===== config.mk =====
export PLATFORM = sky130hd
export DESIGN_NAME = hsv_rgb_led_symbol_encoder_unit
export DESIGN_NICKNAME = d
export VERILOG_FILES = /design/src/design/hsvled_pkg.sv /design/src/design/hsv_rgb_led_symbol_encoder_unit.sv
export VERILOG_INCLUDE_DIRS = /design/src /design/src/design
export SDC_FILE = /design/constraint.sdc
export NUM_CORES = 2
export LEC_CHECK = 0
export ABC_AREA = 1
export BUFFER_PORTS_ARGS = -buffer_cell sky130_fd_sc_hd__buf_2
export CAP_MARGIN = 20
export CORE_UTILIZATION = 55
export DETAILED_ROUTE_END_ITERATION = 7
export GPL_TIMING_DRIVEN = 0
export PLACE_DENSITY_LB_ADDON = 0.2
export SKIP_LAST_GASP = 1
export SLEW_MARGIN = 20
export SYNTH_ARGS = -nofsm -noshare
export SYNTH_HDL_FRONTEND = slang
export SYNTH_SLANG_ARGS = --single-unit

===== constraint.sdc =====
create_clock -name clk -period 11.3 [get_ports clk]
set_input_delay 0 -clock clk [delete_from_list [all_inputs] [get_ports clk]]
set_output_delay 0 -clock clk [all_outputs]
set_load 0.03 [all_outputs]

===== src/design/assert_macros.svh =====
// Assertion macros included by the encoder RTL.
`ifndef ASSERT_MACROS_SVH
`define ASSERT_MACROS_SVH

// Checked outside reset.
`define ASSERT_CLK(label, prop, msg) \
    label: assert property (@(posedge clk) disable iff (!rst_n) prop) \
        else $error(msg);

// Checked at every edge, reset included.
`define ASSERT_ALWAYS(label, prop, msg) \
    label: assert property (@(posedge clk) prop) else $error(msg);

`endif


===== src/design/hsvled_pkg.sv =====
// Constants and helper functions of the HSV/RGB LED symbol encoder.
package hsvled_pkg;

    localparam int MAX_PIXELS    = 1024;
    localparam int S_DATA_W      = 72;
    localparam int M_DATA_W      = 88;
    localparam int CFG_W         = 11;
    localparam int PIXEL_RESET   = 1024;

    localparam int SECTOR_SPAN   = 960;
    localparam int SECTOR_COUNT  = 8;
    localparam int ONE_SCALED    = 256 * SECTOR_SPAN;
    localparam int Q_SHIFT       = 22;
    localparam int Q_CLAMP       = 255 * 15;
    localparam int RECIP15       = 4370;

    localparam logic OP_RGB = 1'b0;
    localparam logic OP_HSV = 1'b1;

    // Each bit b goes out as 1,b,0, MSB first.
    function automatic logic [23:0] led_symbols(input logic [7:0] byte_in);
        logic [23:0] word;
        word = '0;
        for (int i = 0; i < 8; i++)
        begin
            word[3*i+2] = 1'b1;
            word[3*i+1] = byte_in[i];
            word[3*i]   = 1'b0;
        end
        return word;
    endfunction

endpackage


===== src/design/hsv_rgb_led_symbol_encoder_unit.sv =====
// Top level of the HSV/RGB LED symbol encoder: six-stage pipeline.
//
// Input request (s_tvalid/s_tready): s_tuser is op (0 = RGB bytes,
// 1 = HSV). s_tdata carries pixel index, RGB bytes and HSV fields.
// Output request (m_tvalid/m_tready): pixel address and the green, red and
// blue 24-bit SPI symbol words, each color bit b sent as 1,b,0, MSB first.
// cfg_wr_en/cfg_wr_data write pixel_count; write it only while idle.
// A request whose index is at or above pixel_count (or MAX_PIXELS) is taken
// and dropped; it gives no output.
// Each request passes the stage 0 to stage 5 registers in order; m_tvalid is
// the stage 5 valid. Throughput: one request per cycle while the output is not stalled; the
// path is set by the 17x18 multipliers in stage 3 and the reciprocal
// divide-by-15 in stage 4.
// Reset empties the pipeline and sets pixel_count to 1024.
// When m_tready is low, stages fill up behind the output one by one; any
// empty stage still takes new data, and s_tready drops only when all six
// stages hold a request. Nothing is lost or repeated.
`include "assert_macros.svh"

module hsv_rgb_led_symbol_encoder_unit
    import hsvled_pkg::*;
(
    input  logic                clk,
    input  logic                rst_n,
    input  logic                cfg_wr_en,
    input  logic [CFG_W-1:0]    cfg_wr_data,
    input  logic                s_tvalid,
    output logic                s_tready,
    // pixel_index[9:0], red[17:10], green[25:18], blue[33:26], hue[46:34],
    // saturation[55:47], brightness[64:56], zero pad[71:65]
    input  logic [S_DATA_W-1:0] s_tdata,
    // op
    input  logic                s_tuser,
    output logic                m_tvalid,
    input  logic                m_tready,
    // pixel_address[9:0], green_symbols[33:10], red_symbols[57:34],
    // blue_symbols[81:58], zero pad[87:82]
    output logic [M_DATA_W-1:0] m_tdata
);

    typedef struct packed {
        logic       op;
        logic [9:0] idx;
        logic [7:0] red;
        logic [7:0] green;
        logic [7:0] blue;
        logic [3:0] sector;
    } item_t;

    typedef struct packed {
        item_t       it;
        logic [9:0]  f;
        logic [8:0]  s;
        logic [16:0] k;
        logic [7:0]  v8;
    } s0_t;

    typedef struct packed {
        item_t       it;
        logic [18:0] fs;
        logic [18:0] gs;
        logic [8:0]  dp;
        logic [16:0] k;
        logic [7:0]  v8;
    } s1_t;

    typedef struct packed {
        item_t       it;
        logic [17:0] dq;
        logic [17:0] dt;
        logic [8:0]  dp;
        logic [16:0] k;
        logic [7:0]  v8;
    } s2_t;

    typedef struct packed {
        item_t       it;
        logic [34:0] qp;
        logic [34:0] tp;
        logic [25:0] pp;
        logic [7:0]  v8;
    } s3_t;

    typedef struct packed {
        item_t      it;
        logic [7:0] q8;
        logic [7:0] t8;
        logic [7:0] p8;
        logic [7:0] v8;
    } s4_t;

    typedef struct packed {
        logic [9:0]  idx;
        logic [23:0] gsym;
        logic [23:0] rsym;
        logic [23:0] bsym;
    } s5_t;

    logic [CFG_W-1:0] pixel_count_reg;
    logic [5:0]       vld_reg;
    logic [5:0]       vld_next;
    logic [5:0]       en;
    logic             in_range;

    s0_t s0_reg, s0_next;
    s1_t s1_reg, s1_next;
    s2_t s2_reg, s2_next;
    s3_t s3_reg, s3_next;
    s4_t s4_reg, s4_next;
    s5_t s5_reg, s5_next;

    logic [9:0]  in_idx;
    logic [12:0] in_hue;
    logic [8:0]  in_sat;
    logic [8:0]  in_val;

    logic [12:0] xq;
    logic [12:0] xt;
    logic [25:0] qm;
    logic [25:0] tm;

    assign in_idx = s_tdata[9:0];
    assign in_hue = s_tdata[46:34];
    assign in_sat = s_tdata[55:47];
    assign in_val = s_tdata[64:56];

    assign in_range = (11'(in_idx) < pixel_count_reg) && (32'(in_idx) < MAX_PIXELS);

    // Per-stage advance: a stage moves when it is empty or its successor moves.
    always_comb
    begin
        en[5] = !vld_reg[5] || m_tready;
        for (int i = 4; i >= 0; i--)
        begin
            en[i] = !vld_reg[i] || en[i+1];
        end
    end

    assign s_tready = en[0];

    always_comb
    begin
        vld_next[0] = s_tvalid && in_range;
        for (int i = 1; i < 6; i++)
        begin
            vld_next[i] = vld_reg[i-1];
        end
    end

    always_ff @(posedge clk or negedge rst_n)
    begin
        if (!rst_n)
        begin
            vld_reg         <= '0;
            pixel_count_reg <= CFG_W'(PIXEL_RESET);
        end
        else
        begin
            for (int i = 0; i < 6; i++)
            begin
                if (en[i])
                begin
                    vld_reg[i] <= vld_next[i];
                end
            end
            if (cfg_wr_en)
            begin
                pixel_count_reg <= cfg_wr_data;
            end
        end
    end

    // Stage 0: sector and fraction, 255*V.
    always_comb
    begin
        logic [3:0]  sec;
        logic [16:0] k;
        sec = '0;
        for (int j = 1; j <= SECTOR_COUNT; j++)
        begin
            if (in_hue >= 13'(j * SECTOR_SPAN))
            begin
                sec = 4'(j);
            end
        end
        k = 17'({in_val, 8'b0}) - 17'(in_val);
        s0_next.it.op     = s_tuser;
        s0_next.it.idx    = in_idx;
        s0_next.it.red    = s_tdata[17:10];
        s0_next.it.green  = s_tdata[25:18];
        s0_next.it.blue   = s_tdata[33:26];
        s0_next.it.sector = sec;
        s0_next.f  = 10'(in_hue - 13'(int'(sec) * SECTOR_SPAN));
        s0_next.s  = in_sat;
        s0_next.k  = k;
        s0_next.v8 = k[16] ? 8'hFF : k[15:8];
    end

    // Stage 1: f*S, (960-f)*S, 1-S.
    always_comb
    begin
        s1_next.it = s0_reg.it;
        s1_next.fs = 19'(s0_reg.f) * 19'(s0_reg.s);
        s1_next.gs = 19'(10'(SECTOR_SPAN) - s0_reg.f) * 19'(s0_reg.s);
        s1_next.dp = (s0_reg.s > 9'd256) ? 9'd0 : 9'(10'd256 - 10'(s0_reg.s));
        s1_next.k  = s0_reg.k;
        s1_next.v8 = s0_reg.v8;
    end

    // Stage 2: q and t factors, clamped at zero.
    always_comb
    begin
        s2_next.it = s1_reg.it;
        s2_next.dq = (s1_reg.fs >= 19'(ONE_SCALED)) ? 18'd0
                                                    : 18'(19'(ONE_SCALED) - s1_reg.fs);
        s2_next.dt = (s1_reg.gs >= 19'(ONE_SCALED)) ? 18'd0
                                                    : 18'(19'(ONE_SCALED) - s1_reg.gs);
        s2_next.dp = s1_reg.dp;
        s2_next.k  = s1_reg.k;
        s2_next.v8 = s1_reg.v8;
    end

    // Stage 3: scale by 255*V.
    always_comb
    begin
        s3_next.it = s2_reg.it;
        s3_next.qp = 35'(s2_reg.k) * 35'(s2_reg.dq);
        s3_next.tp = 35'(s2_reg.k) * 35'(s2_reg.dt);
        s3_next.pp = 26'(s2_reg.k) * 26'(s2_reg.dp);
        s3_next.v8 = s2_reg.v8;
    end

    // Stage 4: divide by 15*2^22 (q, t) and 2^16 (p), clamp to a byte.
    assign xq = s3_reg.qp[34:Q_SHIFT];
    assign xt = s3_reg.tp[34:Q_SHIFT];
    assign qm = 26'(xq) * 26'(RECIP15);
    assign tm = 26'(xt) * 26'(RECIP15);

    always_comb
    begin
        s4_next.it = s3_reg.it;
        s4_next.q8 = (xq >= 13'(Q_CLAMP)) ? 8'hFF : qm[23:16];
        s4_next.t8 = (xt >= 13'(Q_CLAMP)) ? 8'hFF : tm[23:16];
        s4_next.p8 = (s3_reg.pp[25:24] != 2'b00) ? 8'hFF : s3_reg.pp[23:16];
        s4_next.v8 = s3_reg.v8;
    end

    // Stage 5: channel select and symbol expansion.
    always_comb
    begin
        logic [7:0] r;
        logic [7:0] g;
        logic [7:0] b;
        r = s4_reg.it.red;
        g = s4_reg.it.green;
        b = s4_reg.it.blue;
        if (s4_reg.it.op == OP_HSV)
        begin
            case (s4_reg.it.sector)
                4'd0:
                begin
                    r = s4_reg.v8; g = s4_reg.t8; b = s4_reg.p8;
                end
                4'd1:
                begin
                    r = s4_reg.q8; g = s4_reg.v8; b = s4_reg.p8;
                end
                4'd2:
                begin
                    r = s4_reg.p8; g = s4_reg.v8; b = s4_reg.t8;
                end
                4'd3:
                begin
                    r = s4_reg.p8; g = s4_reg.q8; b = s4_reg.v8;
                end
                4'd4:
                begin
                    r = s4_reg.t8; g = s4_reg.p8; b = s4_reg.v8;
                end
                4'd5:
                begin
                    r = s4_reg.v8; g = s4_reg.p8; b = s4_reg.q8;
                end
                default:
                begin
                    r = 8'd0; g = 8'd0; b = 8'd0;
                end
            endcase
        end
        s5_next.idx  = s4_reg.it.idx;
        s5_next.gsym = led_symbols(g);
        s5_next.rsym = led_symbols(r);
        s5_next.bsym = led_symbols(b);
    end

    always_ff @(posedge clk)
    begin
        if (en[0])
        begin
            s0_reg <= s0_next;
        end
        if (en[1])
        begin
            s1_reg <= s1_next;
        end
        if (en[2])
        begin
            s2_reg <= s2_next;
        end
        if (en[3])
        begin
            s3_reg <= s3_next;
        end
        if (en[4])
        begin
            s4_reg <= s4_next;
        end
        if (en[5])
        begin
            s5_reg <= s5_next;
        end
    end

    assign m_tvalid = vld_reg[5];
    assign m_tdata  = {6'd0, s5_reg.bsym, s5_reg.rsym, s5_reg.gsym, s5_reg.idx};

    `ASSERT_ALWAYS(a_reset_empty, !rst_n |=> (vld_reg == 6'd0), "pipeline not empty in reset")
    `ASSERT_CLK(a_full_when_blocked, !s_tready |-> (vld_reg == 6'h3F),
        "input blocked with an empty stage")
    `ASSERT_CLK(a_drop_out_of_range, s_tready && !(s_tvalid && in_range) |=> !vld_reg[0],
        "dropped request entered the pipeline")
    `ASSERT_CLK(a_stall_holds, vld_reg[2] && !en[2] |=> vld_reg[2] && $stable(s2_reg),
        "stalled stage lost its request")
    `ASSERT_CLK(a_div15_exact,
        (xq < 13'(Q_CLAMP)) |-> (26'(qm[23:16]) * 26'd15 <= 26'(xq))
                               && (26'(xq) - 26'(qm[23:16]) * 26'd15 < 26'd15),
        "reciprocal divide by 15 off")

endmodule


-- After elaboration in Yosys (flattened, before gate mapping)
Cells that the tools add are included.
- add/subtract/negate cells: 6
- multiply operators: 8
- div/mod/pow operators: 0
- magnitude comparators: 14
- equal/unequal tests: 5
- shift operators: 0
- multiplexer cells: 14
- bitwise gates (word level): 0
- reductions and logical operators: 21
- operators by type and width (kind ; number):
    case mux 8 bit (4 select lines) ; 3
    multiplier 17 x 18 -> 35 bit ; 2
    greater-or-equal comparator 13 x 12 -> 1 bit (second input constant) ; 4
    greater-or-equal comparator 13 bit (second input constant) ; 4
    multiplier 13 x 12 -> 23 bit (second input constant) ; 2
    greater-or-equal comparator 19 x 18 -> 1 bit (second input constant) ; 2
    subtractor 18 bit (first input constant) ; 2
    2-to-1 mux 4 bit ; 7
    multiplier 17 x 9 -> 26 bit ; 1
    2-to-1 mux 8 bit ; 3
    multiplier 10 x 9 -> 19 bit ; 1
    multiplier 11 x 10 -> 19 bit ; 1
    subtractor 17 x 9 -> 17 bit ; 1
    greater-or-equal comparator 13 x 10 -> 1 bit (second input constant) ; 1
    greater-or-equal comparator 13 x 11 -> 1 bit (second input constant) ; 1
    OR reduction 2 bit ; 6
    less-than comparator 10 x 11 -> 1 bit ; 1
    subtractor 10 x 10 -> 11 bit (first input constant) ; 1
    subtractor 10 bit ; 1
    > comparator 9 bit (second input constant) ; 1
    subtractor 9 bit (first input constant) ; 1
    == test 4 x 2 -> 1 bit (second input constant) ; 2
    == test 4 x 3 -> 1 bit (second input constant) ; 2
    zero test 1 bit ; 6
    other kinds (7) ; 12
- register bits: 568
- bits in latches: 0
- memory bits (writable): 0
- memory bits (read-only): 0
- input bits: 89
- output and inout bits: 90
- logic and storage cells: 131
- memories: 0

-- Depth between registers and ports, before layout
- word-level depth: 11
- mapped depth: 31

-- Worst setup path before layout
No wires, ideal clock.
- kind: flip-flop to flip-flop
- start point: register vld_reg[5]
- end point: register s1_reg[0] in the netlist's numbering (enable)
- setup time: 0.463 ns
- data arrival time: 7.878 ns
- slack: 2.959 ns
- cell stages (with the launch flop): 10
- buffers on the path: 0
- cell sequence: dfrtp_1 > inv_1 > nor2_1 > inv_1 > nor2_1 > inv_1 > nor2_1 > nand2_1 > nor2_1 > inv_1
- word-level cells in the longest chain between the ends: 6
- RTL lines (what ; line ; source):
    from (decl) ; hsv_rgb_led_symbol_encoder_unit.sv:100 ; logic [5:0] vld_reg;
    from (signal, indexed assignment) ; hsv_rgb_led_symbol_encoder_unit.sv:163 ; vld_reg[i] <= vld_next[i];
    zero test 1 bit ; hsv_rgb_led_symbol_encoder_unit.sv:132 ; en[5] = !vld_reg[5] || m_tready;
    logical OR 1 bit ; hsv_rgb_led_symbol_encoder_unit.sv:132 ;
    via en[5] ; hsv_rgb_led_symbol_encoder_unit.sv:102 ; logic [5:0] en;
    logical OR 1 bit ; hsv_rgb_led_symbol_encoder_unit.sv:135 ; en[i] = !vld_reg[i] || en[i+1];
    via en[4] ; hsv_rgb_led_symbol_encoder_unit.sv:102 ;
    logical OR 1 bit (2 in a row) ; hsv_rgb_led_symbol_encoder_unit.sv:135 ;
    via en[2] ; hsv_rgb_led_symbol_encoder_unit.sv:102 ;
    logical OR 1 bit ; hsv_rgb_led_symbol_encoder_unit.sv:135 ;
    via en[1] ; hsv_rgb_led_symbol_encoder_unit.sv:102 ;
    to (signal assigned) ; hsv_rgb_led_symbol_encoder_unit.sv:304 ; s1_reg <= s1_next;
    to (decl) ; hsv_rgb_led_symbol_encoder_unit.sv:106 ; s1_t s1_reg, s1_next;
The timed path passes the listed nets, and every way through them passes these cells.
A chain may end at the register's enable or synchronous reset.

==> flow_summary.toml <==
[status]
outcome = "finished, final reports clean"

[synth]
yosys-top-cells-area = "edfxtp_1 27%, fa_1 27%, inv_1 11%"
yosys_warnings = 0
syn-instance-count = 6289
ys_ff_latch = 507
ys_seq_area_share_pct = 27.62
synth_cell_types = 51
synth_area_um2 = 54830
synth_top_area_cell = "edfxtp_1"
netlist.area_leader.share_pct = 26.84
post_synth.cell_area_avg_um2 = 8.718

[cells_and_area]
fillCellCount = 8572
area_growth_pct = 9.471
layout-drive-gt1-share_pct = 4.421
largest_reg_flops = 110
final_util_pct = 60.89
nets = 7912
n_antenna_cell = 0

[route]
dr.first_iter.drc_count = 3376
wire_per_inst_um = 18.47
wl_um = 146600
via_per_inst = 5.218
first_pass_iters = 6
ant_nets = 0
remaining_drc_errors = 0
vias = 41413

[sta]
worst_pin_slew_ns = 1.369
drv_slew = 0
rsz0062_at_grt = "no"
hold_viol_final = 0
post-route-period-util_pct = 64.52
fmax_ghz = 0.1372
maxSlewHeadroom_pct = 8.744
setup_viol = 0
fin_crit_ns = 7.290
final.setup_skew_ns = 0.03470

[worst_setup_path]
worst-r2r-cell-count = 20
worstSetupPathType = "reg -> reg"
worst_path_max_delay_cell = "clkbuf_1"
cp_top_family = "adder cells"
cp_common_cell = "fa_1"
reg2reg_to = "s3_reg[57]"
start_kind = "register"
path_cells = "clkbuf_1, clkbuf_1, nand2_1, fa_1, inv_1, fa_1, fa_1, fa_1, fa_1, inv_1, fa_1, inv_1, ha_1, nand2_1, nor2_1, inv_1, nor2_1, nand3_1, nand3_1, xor2_1"
cp_data_required_time_ns = 11.69
critPathMaxStageDelay_ns = 1.07
critPathCaptureType = "register"
r2r_slack_ns = 4.01
worstPathArrival_ns = 7.68
cp_max_fo = 10
cp_num_buf_inv = 6
rr_startpoint = "s2_reg[14]"

[place]
post-dp-hpwl_um = 118500
routabilityCongestion = 0.9820
portBuffers = 117

[worst_hold_path]
hold_depth = 2
holdPathEnd = "s0_reg[62]"
hold_class = "in -> reg"
hp-start = "s_tdata[24]"

[global_routing]
antenna_found_initial = 2
grt_pass1_vias = 42434
grt_max_degree = 61
grt_overflow = 0
grt_util_all_layers_pct = 29.94
grt_pass1_wl_um = 233400

[clocking]
clock_latency_ns = 0.65
clkSinkCount = 507
cts_tree = "done"
htree_levels = 2
clk_transition_reported_paths_ns = 0.07
cts_buffer_depth = 3
numCtsBuffers = 51
cts_root_buf = "clkbuf_16"

[job]
max-cap-violations = 0

[floorplanning]
dieArea_um2 = 101000
start_util_pct = 55.63
fp-row-count = 115
core_um2 = 98560
io_pins = 179
die_w_um = 317.7
chipHeight_um = 317.7
## worst register-to-register path, delay by kind of cell (launching register included)
kind / cells / cell delay (ns)
DFF: 1 / 0.41
adders and majority gates: 7 / 3.42
xor gates and xnor gates: 1 / 0.34
and+or+nand+nor: 6 / 0.96
buffers and inverters: 6 / 1.93
## cell usage in the layout, fill, tap and decap left out, types with 12 or more instances in the layout
cell | synthesis | layout
a21o_1 | 15 | 15
a21oi_1 | 189 | 189
buf_2 | 3 | 120
buf_4 | 54 | 54
clkbuf_1 | 202 | 214
clkbuf_16 | 0 | 51
conb_1 | 2 | 54
dfrtp_1 | 16 | 16
dlygate4sd3_1 | 0 | 93
edfxtp_1 | 490 | 490
fa_1 | 735 | 735
ha_1 | 478 | 478
inv_1 | 1627 | 1623
nand2_1 | 1599 | 1597
nand3_1 | 161 | 161
nand3b_1 | 13 | 13
nand4_1 | 33 | 33
nor2_1 | 276 | 276
nor3_1 | 50 | 50
o2111ai_1 | 12 | 12
o21ai_0 | 158 | 158
o21bai_1 | 18 | 18
xnor2_1 | 17 | 17
xor2_1 | 44 | 44
## cell type report
cell class	count	area [um2]	area share (%)
well taps	1287	1610	2.683
inverters	1633	6140	10.23
flip-flops and latches	507	15140	25.23
repair buffers	216	1682	2.802
plain buffers	264	1199	1.997
clock inverters	30	359.1	0.5983
clock buffers	63	1321	2.201
multi-input cells	3937	32570	54.26
## stage by stage
| stage | cells | setup WS [ns] | cell area (um2) | setup TNS [ns] | hold slack, ns |
|---|---|---|---|---|---|
| global placement | 7745 | -0.4411 | 57220 | -65.57 | -0.04172 |
| global route | 7937 | 3.845 | 60020 | 0 | 0.04084 |
| floorplan | 6341 | 2.959 | 55020 | 0 | -0.2956 |
| finish | 7937 | 4.010 | 60020 | 0 | 0.06327 |
| CTS | 7937 | 4.207 | 60020 | 0 | 0.02002 |
| detailed placement | 7751 | 4.206 | 57410 | 0 | -0.03577 |
## cell families after synthesis
logic type / synth area share [%]
AND/OR/NAND/NOR: 15.83
buffers and inverters: 13.37
adder cells (fa/ha/maj): 37.75
AO/OA/AOI/OAI: 4.450
XOR/XNOR: 0.9745
other: 0.01370
flip-flops: 27.62
## cells in the mapped netlist, drive strengths merged
| library cell | n |
|---|---|
| clkbuf | 203 |
| nor3 | 54 |
| a21o | 15 |
| a21oi | 191 |
| xnor2 | 17 |
| o22ai | 10 |
| and3 | 1 |
| o21a | 6 |
| a21boi | 6 |
| buf | 61 |
| fa | 735 |
| ha | 478 |
| xor2 | 44 |
| clkinv | 2 |
| nor2 | 283 |
| a31oi | 10 |
| nor4 | 9 |
| dfrtp | 16 |
| a41oi | 2 |
| conb | 2 |
| nand4 | 33 |
| inv | 1631 |
| or2 | 7 |
| a211oi | 2 |
| o211ai | 4 |
| nand3b | 13 |
| and2 | 3 |
| a22oi | 1 |
| o2111ai | 12 |
| edfxtp | 490 |
| a31o | 1 |
| o31ai | 2 |
| nand2 | 1605 |
| o21bai | 18 |
| dfstp | 1 |
| nand3 | 162 |
| o21ai | 159 |
## worst max path at each step
stage / start / to / slack (ns) / cells past startpoint
floorplan: vld_reg[5] / s1_reg[0] / 2.96 / 9
global placement: vld_reg[5] / s1_reg[71] / -0.44 / 9
detailed placement: s2_reg[17] / s3_reg[68] / 4.21 / 24
CTS: s2_reg[14] / s3_reg[57] / 4.21 / 20
global route: s2_reg[16] / s3_reg[57] / 3.84 / 20
finish: s2_reg[14] / s3_reg[57] / 4.01 / 20
## layer usage
metal | GRT usage (%) | up-vias | part of all wire, %
met3 | 4.745 | 268 | 8.1
met1 | 39.37 | 20059 | 41
met5 | 0 | - | 0.0068
li1 | - | 19486 | -
met2 | 50.43 | 1598 | 47
met4 | 10.38 | 2 | 3.9
## repair_timing
action                    in CTS  in global routing
resized for setup              0                  0
hold buffers                  93                  0
hold endpoints to repair     111                  0
setup buffers                  0                  0
Power is not shown: default switching activity piles up to over one toggle a cycle in this logic, so the estimate is an artifact.
